## config.mk

```make
export PLATFORM = sky130hd
export DESIGN_NAME = lef_filter
export DESIGN_NICKNAME = d
export VERILOG_FILES = /design/src/rtl/lef_pkg.sv /design/src/rtl/lef_filter.sv
export SDC_FILE = /design/constraint.sdc
export NUM_CORES = 1
export LEC_CHECK = 0
export BUFFER_PORTS_ARGS = -buffer_cell sky130_fd_sc_hd__clkbuf_2
export CAP_MARGIN = 5
export CORE_MARGIN = 1
export CORE_UTILIZATION = 63
export DETAILED_ROUTE_END_ITERATION = 10
export GPL_ROUTABILITY_DRIVEN = 0
export PLACE_DENSITY = 0.87
export SLEW_MARGIN = 20
export SYNTH_ARGS = -nofsm -noshare
export SYNTH_HDL_FRONTEND = slang
export SYNTH_SLANG_ARGS = --single-unit
```

## constraint.sdc

```tcl
create_clock -name clk -period 7.75 [get_ports clk]
set_input_delay 0.3875 -clock clk [delete_from_list [all_inputs] [get_ports clk]]
set_output_delay 0.3875 -clock clk [all_outputs]
set_load 0.02 [all_outputs]
```

## src/rtl/lef_pkg.sv

```systemverilog
package lef_pkg;

  localparam int DEF_MAX_WIDTH  = 512;
  localparam int DEF_MAX_HEIGHT = 512;

  localparam int PIX_W      = 8;
  localparam int SIZE_W     = 10;
  localparam int THR_W      = 12;
  localparam int RESP_W     = 13;
  localparam int CLASS_W    = 2;
  localparam int IDX_W      = 2;
  localparam int CFG_DATA_W = 12;
  localparam int ROWS_KEPT  = 5;
  localparam int LANES      = 5;
  localparam int SLOT_W     = 3;

  localparam logic [IDX_W-1:0] REG_IMAGE_WIDTH    = 2'd0;
  localparam logic [IDX_W-1:0] REG_IMAGE_HEIGHT   = 2'd1;
  localparam logic [IDX_W-1:0] REG_EDGE_THRESHOLD = 2'd2;

  localparam logic [SIZE_W-1:0] RST_IMAGE_WIDTH    = 10'd481;
  localparam logic [SIZE_W-1:0] RST_IMAGE_HEIGHT   = 10'd321;
  localparam logic [THR_W-1:0]  RST_EDGE_THRESHOLD = 12'd0;

  localparam logic [CLASS_W-1:0] CLASS_LOW  = 2'd0;
  localparam logic [CLASS_W-1:0] CLASS_MID  = 2'd1;
  localparam logic [CLASS_W-1:0] CLASS_HIGH = 2'd2;

  // floor(x / 3) for x <= 765 as (x * 683) >> 11
  localparam logic [9:0] DIV3_MUL = 10'd683;

  typedef logic [PIX_W-1:0]  pix_t;
  typedef pix_t [LANES-1:0]  column_t;
  typedef logic [SLOT_W-1:0] slot_t;
  typedef slot_t [LANES-1:0] slot_vec_t;

  typedef struct packed {
    logic valid;
    logic row_start;
    logic last;
  } step_t;

  function automatic slot_t slot_add(input slot_t s, input logic signed [2:0] e);
    logic [3:0] t;
    t = {1'b0, s} + 4'd5 + {e[2], e};
    if (t >= 4'd10) begin
      t = t - 4'd10;
    end else if (t >= 4'd5) begin
      t = t - 4'd5;
    end
    return t[2:0];
  endfunction

  function automatic pix_t gray_of(input pix_t r, input pix_t g, input pix_t b);
    logic [9:0]  sum;
    logic [19:0] prod;
    sum  = 10'(r) + 10'(g) + 10'(b);
    prod = 20'(sum) * 20'(DIV3_MUL);
    return prod[18:11];
  endfunction

endpackage

```

## src/rtl/lef_filter.sv

```systemverilog
module lef_filter (
  input  logic                              clk,
  input  logic                              rst,
  input  logic                              en,
  input  lef_pkg::step_t                    step,
  input  lef_pkg::column_t                  col_data,
  input  lef_pkg::column_t                  edge0,
  input  lef_pkg::column_t                  edge1,
  input  logic [lef_pkg::THR_W-1:0]         threshold,
  output logic                              valid,
  output logic signed [lef_pkg::RESP_W-1:0] response,
  output logic [lef_pkg::CLASS_W-1:0]       edge_class,
  output logic                              frame_last
);
  lef_pkg::column_t win [5];
  logic        s2_valid, s2_last;
  logic        s3_valid, s3_last;
  logic [11:0] pos;
  logic [9:0]  n2;
  logic [10:0] n1;
  logic signed [13:0] r14, thr14;
  logic [lef_pkg::CLASS_W-1:0] cls;

  always_ff @(posedge clk) begin
    if (en && step.valid) begin
      if (step.row_start) begin
        win[0] <= edge0;
        win[1] <= edge0;
        win[2] <= edge0;
        win[3] <= edge1;
      end else begin
        win[0] <= win[1];
        win[1] <= win[2];
        win[2] <= win[3];
        win[3] <= win[4];
      end
      win[4] <= col_data;
    end
  end

  always_ff @(posedge clk) begin
    if (rst) begin
      s2_valid <= 1'b0;
      s3_valid <= 1'b0;
      valid    <= 1'b0;
    end else if (en) begin
      s2_valid <= step.valid;
      s3_valid <= s2_valid;
      valid    <= s3_valid;
    end
  end

  always_ff @(posedge clk) begin
    if (en) begin
      s2_last <= step.last;
      s3_last <= s2_last;
      pos     <= {win[2][2], 4'b0};
      n2      <= 10'(win[2][1]) + 10'(win[2][3]) + 10'(win[1][2]) + 10'(win[3][2]);
      n1      <= 11'(win[2][0]) + 11'(win[2][4]) + 11'(win[0][2]) + 11'(win[4][2])
               + 11'(win[1][1]) + 11'(win[1][3]) + 11'(win[3][1]) + 11'(win[3][3]);
      response   <= r14[lef_pkg::RESP_W-1:0];
      edge_class <= cls;
      frame_last <= s3_last;
    end
  end

  always_comb begin
    r14   = $signed({2'b0, pos}) - $signed({3'b0, n2, 1'b0}) - $signed({3'b0, n1});
    thr14 = $signed({2'b0, threshold});
    if (r14 <= -thr14) begin
      cls = lef_pkg::CLASS_LOW;
    end else if (r14 >= thr14) begin
      cls = lef_pkg::CLASS_HIGH;
    end else begin
      cls = lef_pkg::CLASS_MID;
    end
  end

endmodule

```

* After elaboration in Yosys (flattened, before gate mapping) *
Memory sizes are Yosys's and may differ from the RTL's.
Cells that the tools add are included.

word-level totals
  memory bits (read-only) = 0
  latch bits = 0
  memory bits (writable) = 200
  memories kept = 1
  flip-flop bits (word level) = 50
  bits of input ports = 138

memories
  name  depth  bits a word  rd ports  clocked after Yosys merged registers in  wr ports  RTL line          source
  win   5      40           5         0                                        5         lef_filter.sv:15  lef_pkg::column_t win [5];

cells by class
  muxes and demuxes = 13
  $add $sub $neg = 13
  equal/unequal tests = 0
  bitwise gates (word level) = 4
  reductions and logical operators = 1
  order comparisons = 2
  multiply operators = 0
  div/mod/pow operators = 0
  shift operators = 0

operators by type and width
  cell                                          number
  two-way mux 40 bit                            4
  adder 11 x 8 -> 11 bit                        4
  adder 9 x 8 -> 10 bit                         2
  adder 8 x 8 -> 9 bit                          2
  greater-or-equal comparator 14 x 13 -> 1 bit  1
  <= comparator 14 bit                          1
  negation 12 -> 14 bit                         1
  subtractor 13 x 12 -> 14 bit                  1
  subtractor 12 x 11 -> 13 bit                  1
  adder 10 x 8 -> 11 bit                        1
  adder 10 x 8 -> 10 bit                        1
  two-way mux 1 bit                             8
  bitwise OR 1 bit                              4
  two-way mux 2 bit                             1
  logical AND 1 bit                             1

* Longest topological paths before layout *
Gate-level depths: netlist of run 1.
An unclocked memory read counts as a cell.

  word-level depth = 8
  gate-level depth with buffers = 21
  gate-level depth less buffers = 21

* Worst setup path before layout of run 1 *
No wires, ideal clock.

  path type = reg2reg
  from = reg pos[6], read port of win
  to = reg edge_class[0] in the netlist's numbering (data pin)
  data required time = 7.496 ns
  path buffers = 1
  stages on the path, launching flop included = 20
  setup time = 0.254 ns
  data arrival time = 4.072 ns
  setup slack = 3.424 ns
  clock period less this slack = 4.326 ns
  cells stage by stage = edfxtp_1 > ha_1 > or3_4 > o221ai_2 > or2b_1 > a21oi_1 > xnor2_1 > ha_1 > clkbuf_1 > a21o_1 > a221oi_2 > xnor2_1 > ha_1 > and4_1 > nand3_1 > or4_1 > o21ai_0 > o21ai_1 > nand3_1 > o2bb2ai_2

between the ends
  cells in the longest elaborated chain, start to end = 4

RTL lines
  item                                          RTL line          source
  start, declared                               lef_filter.sv:18  logic [11:0] pos;
  subtractor 12 x 11 -> 13 bit *                lef_filter.sv:68  r14 = $signed({2'b0, pos}) - $signed({3'b0, n2, 1'b0}) - $signed({3'b0, n1});
  subtractor 13 x 12 -> 14 bit *                lef_filter.sv:68
  via r14[11]                                   lef_filter.sv:21  logic signed [13:0] r14, thr14;
  greater-or-equal comparator 14 x 13 -> 1 bit  lef_filter.sv:72  end else if (r14 >= thr14) begin
  two-way mux 2 bit                             lef_filter.sv:72
  end signal, assigned                          lef_filter.sv:62  edge_class <= cls;
  end, declared                                 lef_filter.sv:12  output logic [lef_pkg::CLASS_W-1:0] edge_class,

Mark *: on every way through the listed nets, which the timed path passes. The rest lies on a longest branch.
A chain may end at the register's enable or synchronous reset.

* Final worst setup path of run 1 *
  from = reg pos[4], read port of win
  to = reg edge_class[1] in the netlist's numbering (data pin)

The elaborated chain is that of the path after synthesis.

==> flow_summary.json, run 1 <==
{
  "outcome": "finished clean",
  "cpMaxStageDelayCell": "or4_1",
  "netlist_top_cells_count": "nand2_1, edfxtp_1, inv_1, fa_1, ha_1",
  "postRouteAntennaNets": 0,
  "synthArstFlopShare_pct": 0,
  "synth_top_area_share_pct": 54.3,
  "wirelength_mm": 22.5,
  "leakagePower_uw": 0.00568,
  "synth_area_um2": 11000,
  "cp_top_family": "simple AND/OR/NAND/NOR gates",
  "yosys.area.top_type": "edfxtp_1",
  "startpoint_type": "register",
  "start_util_pct": 65.5,
  "drt_pass1_iterations": 5,
  "worstPathRequired_ps": 8000,
  "drive_gt1_share_pct": 18.6,
  "grt_max_degree": 97,
  "regArea_um2": 6040,
  "post-route-min-period_ps": 4750,
  "io_buffers": 154,
  "cts.repair.resized": 0,
  "synthTopCellsByArea": "edfxtp_1, fa_1, nand2_1",
  "r2r_slack_ps": 3000,
  "critPathMostFrequentCell": "ha_1",
  "routed_via_density": 5.54,
  "syn-num-nets": 1206,
  "ff2ff_path_depth": 19,
  "core_area_um2": 16800,
  "hold_viol": 0,
  "finalNetCount": 1367,
  "avgSynthCellArea_um2": 11.7,
  "die_w_um": 134,
  "drt_iter0_drc": 542,
  "synth-seq-area-share_pct": 54.8,
  "synth.most_common_cell": "nand2_1",
  "cp_cell_sequence": "ha_1 > nor4b_1 > o31a_1 > o21a_1 > nor2_1 > xnor2_1 > ha_1 > and3_1 > and3_1 > a221oi_2 > xnor2_1 > ha_1 > and4_1 > nand3_1 > or4_1 > o21ai_0 > o21ai_1 > nand3_1 > nor2b_1",
  "max_stage_delay_ps": 510,
  "slew_violations": 0,
  "final.setup_skew_ps": 17.8,
  "clock_latency_ps": 520,
  "worstSetupEndpointType": "register",
  "maxCapViolCount": 0,
  "cp_num_buf_inv": 0,
  "critical_path.max_fanout": 4,
  "drt-wirelength-per-cell_um": 16.8,
  "period_share_pct": 61.3,
  "design_area_um2": 12800,
  "finalSetupViolCount": 0,
  "ys.flop_type": "edfxtp_1",
  "highest-signal-layer": "met4",
  "max_slew_margin_pct": 35.0,
  "crit_path_start": "pos[4]$_DFFE_PP_",
  "num_io_pins": 155,
  "syn2layout_area_growth_pct": 16.3,
  "clkTransAtPathRegs_ps": 60,
  "die_area_um2": 18000,
  "num_vias": 7408,
  "m1WireLength_mm": 8.43,
  "grt_pass1_vias": 7689,
  "fmax_ghz": 0.211,
  "ir_drop_mv": 0.301,
  "rows": 47,
  "post_cts_buffers": 0,
  "hpwlAfterDp_mm": 15.2,
  "drcViolationCount": 0,
  "tns_ps": 0,
  "powerDensity_nw_per_um2": 359,
  "placed_cell_area_um2": 12000,
  "root_buffer": "clkbuf_16",
  "dr_wl_met3_mm": 1.80,
  "yosys_register_bits": 202,
  "holdBufCountCts": 0,
  "grt-ovfl-total": 0,
  "hold_end": "win[0][170]$_DFFE_PP_",
  "holdCritStartpoint": "col_data[10]",
  "tightest_slew_ps": 975,
  "route.met2.wl_mm": 11.4,
  "grt_antenna_before_repair": 0,
  "r2r-start": "pos[4]$_DFFE_PP_",
  "cts_tree": "done",
  "rr_endpoint": "edge_class[1]$_SDFFCE_PP0P_",
  "hp-class": "input pin to register",
  "htreeDepth": 1,
  "grt_pass1_wl_mm": 36.3,
  "grt_use_total_pct": 25.9,
  "whs_path_depth": 1,
  "synth_edf_count": 199,
  "syn_inst": 941,
  "synth_warnings": 0,
  "cts_buffer_depth": 3,
  "diodes": 0,
  "worstPathArrival_ps": 5000,
  "synth_cell_types": 50,
  "grt_setup_unrepaired": "no",
  "numCtsBuffers": 22,
  "die_h_um": 134,
  "multiInputGateArea_um2": 4570,
  "critical_path_class": "register to register",
  "n_fill_cell": 1008,
  "cts.sinks": 202
}
==> cell usage in the layout, fill, tap and decap left out, types with 2 or more instances in the layout <==
cell type / Yosys / layout
nand2_1: 291 / 291
edfxtp_1: 199 / 199
clkbuf_2: 0 / 154
inv_1: 91 / 89
fa_1: 64 / 64
ha_1: 63 / 63
o21ai_0: 31 / 31
xnor2_1: 27 / 27
a21oi_1: 23 / 23
nor2_1: 24 / 23
clkbuf_16: 0 / 22
o21a_1: 9 / 9
a21o_1: 9 / 9
xor2_1: 9 / 9
nor2b_1: 8 / 8
nor3_1: 7 / 7
nand2b_1: 8 / 7
nand3_1: 6 / 6
clkinv_2: 0 / 6
a211oi_1: 4 / 4
nand4_1: 4 / 4
bufinv_16: 0 / 4
buf_4: 0 / 4
a211o_1: 3 / 3
o31a_1: 3 / 3
clkinv_1: 0 / 3
clkbuf_1: 19 / 3
dfxtp_1: 3 / 3
and3_1: 2 / 2
o31ai_1: 2 / 2
nor4b_1: 2 / 2
o21ai_1: 2 / 2
a21boi_0: 2 / 2
nor4_2: 2 / 2
o211ai_1: 2 / 2
mux2i_1: 2 / 2
clkbuf_8: 0 / 2
==> where the power goes <==
group          total, uW  internal [uW]  switching (uW)  leakage (uW)
combinational       2010            870            1140       0.00338
clock               1100            678             420      0.000384
sequential          1490           1440            48.4       0.00192
==> worst max path at each step <==
stage	to	slack (ps)	depth (start not counted)
after CTS	edge_class[1]$_SDFFCE_PP0P_	3020	20
after detailed placement	edge_class[1]$_SDFFCE_PP0P_	3110	20
after floorplan	edge_class[0]$_SDFFCE_PP0P_	3420	19
after global routing	edge_class[1]$_SDFFCE_PP0P_	2590	20
after global placement	edge_class[0]$_SDFFCE_PP0P_	3300	20
final	edge_class[1]$_SDFFCE_PP0P_	3000	19
==> final cells by class <==
cell class | instances | area share (%)
well taps | 220 | 2.15
flip-flops and latches | 202 | 47.2
repair buffers | 158 | 6.26
multi-input cells | 627 | 35.7
clock inverters | 13 | 1.47
clock buffers | 27 | 4.60
inverters | 91 | 2.69
==> stage by stage <==
| step | power (uW) | hold WS [ps] | util (%) | worst slack [ps] | instances |
|---|---|---|---|---|---|
| 2_1_floorplan | 3000 | 400 | - | 3420 | 941 |
| 3_3_place_gp | 3360 | 403 | 71.5 | 3300 | 1298 |
| 3_5_place_dp | 3470 | 418 | 71.5 | 3110 | 1298 |
| 4_1_cts | 4610 | 28.8 | 76.1 | 3020 | 1338 |
| 5_1_grt | 4910 | 22.3 | 76.1 | 2590 | 1338 |
| 6_report | 4600 | 40.1 | 76.1 | 3000 | 1338 |
==> flip-flops by register name (all words and copies together), names as in the netlist <==
signal	cells
edge_class	2
n2	10
s3_last	1
valid	1
pos	8
response	13
s3_valid	1
s2_last	1
frame_last	1
win	152
s2_valid	1
n1	11
==> cell families (layout without fill, tap and decap cells) <==
kind of cell / after synthesis / in the layout / share of synthesized area, %
simple gates: 363 / 363 / 13.7
flops: 202 / 202 / 54.8
fa+ha+maj: 127 / 127 / 18.8
buf+inv: 112 / 289 / 3.83
compound gates: 98 / 98 / 5.68
xor+xnor: 37 / 37 / 3.01
mux: 2 / 2 / 0.182
==> routing by layer <==
layer / track usage, % / vias up
li1: - / 3491
met1: 31.1 / 3474
met2: 44.8 / 369
met3: 6.12 / 74
met4: 11.2 / 0
met5: 0 / -
Note: power is estimated with default switching activity, not from simulation.
==> inputs of run 2 (changes only) <==
--- a/config.mk
+++ b/config.mk
@@ -8,10 +8,10 @@
 export BUFFER_PORTS_ARGS = -buffer_cell sky130_fd_sc_hd__clkbuf_2
 export CAP_MARGIN = 5
 export CORE_MARGIN = 1
-export CORE_UTILIZATION = 63
+export CORE_UTILIZATION = 58
 export DETAILED_ROUTE_END_ITERATION = 10
 export GPL_ROUTABILITY_DRIVEN = 0
-export PLACE_DENSITY = 0.87
+export PLACE_DENSITY = 0.81
 export SLEW_MARGIN = 20
 export SYNTH_ARGS = -nofsm -noshare
 export SYNTH_HDL_FRONTEND = slang
==> constraint.sdc (replaced) <==
create_clock -name clk -period 4.4 [get_ports clk]
set_input_delay 0.22 -clock clk [delete_from_list [all_inputs] [get_ports clk]]
set_output_delay 0.22 -clock clk [all_outputs]
set_load 0.02 [all_outputs]
==> run 2 against run 1 <==
  * The flow now finishes with violations (hold timing, setup timing)
  * Via count rose by 11%
  * Cell count up 9.9%
  * Routed wire length rose by 22%
  * Global-route usage up 2.4 points
  * Critical endpoint unchanged
  * Sequential share of layout area fell by 4.2 points
  * Largest cell class unchanged
  * Cell area is 9.8% higher
  * Critical path depth rose by 1
  * Setup slack got worse by 3000 ps
==> flow_summary.json, run 2 (synthesis gave the netlist of run 1 again) <==
{
  "tns_ps": -11.0,
  "grt_max_degree": 94,
  "grt_use_total_pct": 28.3,
  "htreeDepth": 1,
  "die_area_um2": 19500,
  "leakagePower_uw": 0.00620,
  "clkTransAtPathRegs_ps": 60,
  "top_register": "win",
  "design_area_um2": 14100,
  "slew_violations": 0,
  "num_io_pins": 155,
  "grt_pass1_vias": 8651,
  "layout_commonest_cell": "nand2_1",
  "n_fill_cell": 1057,
  "max_stage_delay_ps": 540,
  "powerDensity_nw_per_um2": 611,
  "cts.sinks": 202,
  "cpMaxStageDelayCell": "or4_4",
  "failed_checks": "hold timing, setup timing",
  "grt-ovfl-total": 0,
  "hold_end": "win[0][70]$_DFFE_PP_",
  "rows": 50,
  "largest_register_ffs": 152,
  "startpoint_type": "register",
  "wirelength_mm": 27.4,
  "hpwlAfterDp_mm": 15.1,
  "syn2layout_area_growth_pct": 27.7,
  "placed_cell_area_um2": 12100,
  "cp_num_buf_inv": 1,
  "m1WireLength_mm": 9.97,
  "core_area_um2": 18600,
  "cts_buffer_depth": 3,
  "reg_top3": "win: 152 flops, response: 13 flops, n1: 11 flops",
  "drcViolationCount": 0,
  "ff2ff_path_depth": 20,
  "tightest_slew_ps": 1050,
  "fmax_ghz": 0.227,
  "ir_drop_mv": 0.476,
  "highest-signal-layer": "met4",
  "rr_endpoint": "edge_class[1]$_SDFFCE_PP0P_",
  "most-common-layout-cells": "nand2_1, edfxtp_1, clkbuf_2",
  "postRouteAntennaNets": 0,
  "dr_wl_met3_mm": 2.02,
  "final_util_pct": 75.4,
  "drt_pass1_iterations": 7,
  "drive_gt1_share_pct": 19.0,
  "cp_top_family": "compound AO/OA/AOI/OAI gates",
  "drt_iter0_drc": 748,
  "finalSetupViolCount": 2,
  "numCtsBuffers": 23,
  "io_buffers": 154,
  "worstSetupEndpointType": "register",
  "max_slew_margin_pct": 29.9,
  "start_util_pct": 59.1,
  "period_share_pct": 100,
  "die_h_um": 140,
  "holdCritStartpoint": "edge0[30]",
  "grt_pass1_wl_mm": 43.0,
  "clock_latency_ps": 530,
  "r2r-start": "pos[4]$_DFFE_PP_",
  "crit_path_start": "pos[4]$_DFFE_PP_",
  "maxCapViolCount": 0,
  "critical_path_class": "register to register",
  "whs_path_depth": 3,
  "dp.cells": 1319,
  "num_vias": 8227,
  "grt_antenna_before_repair": 1,
  "post-route-min-period_ps": 4410,
  "worstPathArrival_ps": 4680,
  "drt-wirelength-per-cell_um": 18.6,
  "outcome": "finished, violations left",
  "cp_cell_sequence": "ha_4 > nor4b_4 > o31a_1 > o21a_1 > o21ai_1 > nand2b_1 > a21o_1 > xor2_1 > ha_1 > buf_6 > a221oi_4 > xnor2_2 > ha_1 > and4_1 > nand3_2 > or4_4 > o21ai_2 > o21ai_1 > nand3_1 > nor2b_1",
  "grt_setup_unrepaired": "yes",
  "cts_tree": "done",
  "finalNetCount": 1483,
  "hold_slack_ps": -4.32,
  "fin_cells": 1470,
  "hold_viol": 2,
  "setup_slack_ps": -6.41,
  "final.setup_skew_ps": 13.2,
  "routed_via_density": 5.60,
  "cp.depth": 20,
  "r2r_slack_ps": -6,
  "critical_path.max_fanout": 3,
  "hp-class": "input pin to register",
  "die_w_um": 140,
  "root_buffer": "clkbuf_16",
  "worstPathRequired_ps": 4670,
  "route.met2.wl_mm": 14.5
}
run 2: cell count changes in the layout (fill, tap and decap cells not counted), sizes merged:
cell and delta:
inv +2, dlygate4sd3 +99, diode +1, clkbuf -1, buf +16, clkinv +1
run 2: worst max-delay path by stage:
stage	slack, ps	end
floorplan	70	edge_class[0]$_SDFFCE_PP0P_
global placement	20	edge_class[0]$_SDFFCE_PP0P_
detailed placement	-200	edge_class[1]$_SDFFCE_PP0P_
CTS	2	edge_class[1]$_SDFFCE_PP0P_
global route	-250	edge_class[1]$_SDFFCE_PP0P_
finish	-6	edge_class[1]$_SDFFCE_PP0P_
run 2: worst min-delay path: cells and delay by family:
kind,cells,cell delay (ps)
buf+inv,1,80
simple gates,2,120
run 2: timing repair:
action	in CTS	in global routing
resized for setup	12	9
hold buffers	99	0
buffers inserted	4	4
hold endpoints to repair	107	0
endpoints found under the setup margin	2	2
pin swaps	9	15
run 2: metal layers:
layer / global-route usage, % / up-vias
met5: 0 / -
met4: 10.5 / 0
met2: 52.2 / 494
met1: 32.9 / 3926
met3: 4.96 / 75
li1: - / 3732
run 2: through the flow:
stage	power, uW	worst slack [ps]	hold slack, ps
final	8600	-6.41	-4.32
after floorplan	5280	73.7	289
after global placement	6030	18.5	396
after CTS	8370	2.22	0.288
after detailed placement	6170	-204	399
after global routing	9130	-253	1.16
run 2: power breakdown:
part / total, uW / internal [uW] / switching, uW
registers: 2640 / 2540 / 96.2
clock network: 2010 / 1200 / 808
logic: 3950 / 1810 / 2150
run 2: area by class of cell:
| cell class | instances | area (um^2) | area share, % |
|---|---|---|---|
| Clock buffer | 26 | 587 | 4.17 |
| Timing Repair Buffer | 273 | 1940 | 13.8 |
| Tap cell | 234 | 293 | 2.08 |
| Multi-Input combinational cell | 627 | 4670 | 33.2 |
| Sequential cell | 202 | 6040 | 42.9 |
| Inverter | 91 | 344 | 2.45 |
| Antenna cell | 1 | 2.50 | 0.0178 |
| Clock inverter | 16 | 191 | 1.36 |
==> inputs of run 3 (changes only) <==
--- a/config.mk
+++ b/config.mk
@@ -12,6 +12,7 @@
 export DETAILED_ROUTE_END_ITERATION = 10
 export GPL_ROUTABILITY_DRIVEN = 0
 export PLACE_DENSITY = 0.81
+export RECOVER_POWER = 100
 export SLEW_MARGIN = 20
 export SYNTH_ARGS = -nofsm -noshare
 export SYNTH_HDL_FRONTEND = slang
==> run 3 against run 2 <==
  * The run ends with hold timing, capacitance limit, slew limit, setup timing left
  * Clock power hardly changed
  * Sequential power hardly changed
  * Sequential cell count stayed put
  * Register-to-register slack about the same
  * Via count fell by 0.41%
  * Largest cell class unchanged
  * Highest routed layer unchanged
==> flow_summary.json, run 3 (synthesis gave the netlist of run 1 again) <==
{
  "outcome": "finished, violations left",
  "failed_checks": "hold timing, capacitance limit, slew limit, setup timing",
  "layout_commonest_cell": "nand2_1",
  "dp_slack_ps": -204,
  "cts_buffer_depth": 3,
  "worstPathRequired_ps": 4670,
  "swShare_pct": 35.5,
  "p_int_uw": 5530,
  "largest_register_ffs": 152,
  "hp-class": "input pin to register",
  "htreeDepth": 1,
  "regArea_um2": 6040,
  "cp_cell_sequence": "ha_4 > nor4b_4 > o31a_1 > o21a_1 > o21ai_1 > nand2b_1 > a21o_1 > xor2_1 > ha_1 > buf_6 > a221oi_4 > xnor2_2 > ha_1 > and4_1 > nand3_2 > or4_4 > o21ai_2 > o21ai_1 > nand3_1 > nor2b_1",
  "drt-wirelength-per-cell_um": 18.6,
  "hpwlAfterDp_mm": 15.1,
  "grt-ovfl-total": 0,
  "finalNetCount": 1483,
  "drt_iter0_drc": 797,
  "hold_viol": 2,
  "grt_use_total_pct": 28.3,
  "multiInputGateArea_um2": 4670,
  "io_buffers": 154,
  "root_buffer": "clkbuf_16",
  "hold_slack_ps": -5.25,
  "fmax_ghz": 0.226,
  "powerDensity_nw_per_um2": 612,
  "clock_latency_ps": 530,
  "grt_pass1_vias": 8651,
  "dr_wl_met3_mm": 1.88,
  "syn2layout_area_growth_pct": 27.4,
  "tightest_slew_ps": 3240,
  "grt_antenna_before_repair": 1,
  "tns_ps": -36.2,
  "die_h_um": 140,
  "clock_power_share_pct": 23.4,
  "leakagePower_uw": 0.00614,
  "cpMaxStageDelayCell": "or4_4",
  "p_comb_share_pct": 45.8,
  "num_io_pins": 155,
  "reg_top3": "win: 152 flops, response: 13 flops, n1: 11 flops",
  "worstPathArrival_ps": 4690,
  "wirelength_mm": 27.4,
  "critical_path.max_fanout": 3,
  "startpoint_type": "register",
  "drive_gt1_share_pct": 17.2,
  "die_w_um": 140,
  "placed_cell_area_um2": 12100,
  "routed_via_density": 5.57,
  "period_share_pct": 100,
  "design_area_um2": 14000,
  "ir_drop_mv": 0.476,
  "start_util_pct": 59.1,
  "setup_slack_ps": -19.0,
  "die_area_um2": 19500,
  "fin_cells": 1470,
  "numCtsBuffers": 23,
  "rows": 50,
  "final.setup_skew_ps": 11.1,
  "worstSetupEndpointType": "register",
  "cts.sinks": 202,
  "grt_max_degree": 94,
  "grt_pass1_wl_mm": 43.0,
  "highest-signal-layer": "met4",
  "p_switching_uw": 3040,
  "n_fill_cell": 1074,
  "max_slew_margin_pct": -116,
  "slew_violations": 182,
  "critical_path_class": "register to register",
  "dp.cells": 1319,
  "most-common-layout-cells": "nand2_1, edfxtp_1, clkbuf_2",
  "postRouteAntennaNets": 0,
  "drcViolationCount": 0,
  "maxCapViolCount": 3,
  "m1WireLength_mm": 10.1,
  "top_register": "win",
  "drt_pass1_iterations": 5,
  "clkTransAtPathRegs_ps": 60,
  "seqPwrFrac_pct": 30.8,
  "core_area_um2": 18600,
  "post-route-min-period_ps": 4420,
  "finalSetupViolCount": 2,
  "route.met2.wl_mm": 14.5,
  "grt_setup_unrepaired": "yes",
  "max_stage_delay_ps": 540,
  "cts_tree": "done",
  "num_vias": 8193
}
-- run 3: cell count changes in the layout (fill, tap and decap cells not counted) --
cell	before	now
clkbuf_2	154	136
inv_4	1	0
inv_1	88	89
clkbuf_1	3	24
buf_4	18	15
-- run 3: layout make-up --
cell class | instances | area share, %
timing repair buffer | 273 | 13.6
sequential | 202 | 43.0
clock buffer | 26 | 4.18
tap | 234 | 2.09
clock inverter | 16 | 1.37
multi-input combinational | 627 | 33.3
antenna | 1 | 0.0178
inverter | 91 | 2.44
-- run 3: power by group through the flow --
stage	sequential, uW	clock (uW)	combinational [uW]
2_1_floorplan	2740	0	2540
3_3_place_gp	2650	0	3370
3_5_place_dp	2660	0	3510
4_1_cts	2630	1990	3760
5_1_grt	2660	2080	4370
6_report	2640	2010	3930
-- run 3: worst paths after layout --
| check | slack (ps) | cells past startpoint | end | from |
|---|---|---|---|---|
| setup / recovery | -20 | 20 | edge_class[1]$_SDFFCE_PP0P_ | pos[4]$_DFFE_PP_ |
| hold / removal | -5 | 3 | win[0][70]$_DFFE_PP_ | edge0[30] |
| setup reg to reg | -20 | 20 | edge_class[1]$_SDFFCE_PP0P_ | pos[4]$_DFFE_PP_ |
| hold reg to reg | 420 | 0 | s3_last$_DFFE_PP_ | s2_last$_DFFE_PP_ |
-- run 3: timing repair --
| item | 4_1_cts | 5_1_grt |
|---|---|---|
| gates resized for setup | 12 | 9 |
| setup buffers | 4 | 4 |
| hold buffers | 99 | 0 |
| setup endpoints to repair | 2 | 2 |
| endpoints found under the hold margin | 107 | 0 |
| pin swaps | 9 | 15 |
-- run 3: metal layers --
metal | vias to the layer above | GRT usage [%]
met1 | 3950 | 32.9
met2 | 440 | 52.2
met5 | - | 0
li1 | 3732 | -
met4 | 0 | 10.5
met3 | 71 | 4.96
-- run 3: metrics by stage --
step / util [%] / total power [uW]
floorplan: - / 5280
global placement: 64.9 / 6030
detailed placement: 64.9 / 6170
CTS: 74.9 / 8370
global route: 75.2 / 9110
finish: 75.2 / 8580
-- run 3: worst max-delay path, delay by kind of cell, from the launching register on --
| kind | cells | cell delay, ps |
|---|---|---|
| AND/OR/NAND/NOR | 7 | 1190 |
| flip-flops | 1 | 420 |
| AO/OA/AOI/OAI | 7 | 1270 |
| buffers and inverters | 1 | 140 |
| adder cells (fa/ha/maj) | 3 | 900 |
| XOR/XNOR | 2 | 250 |
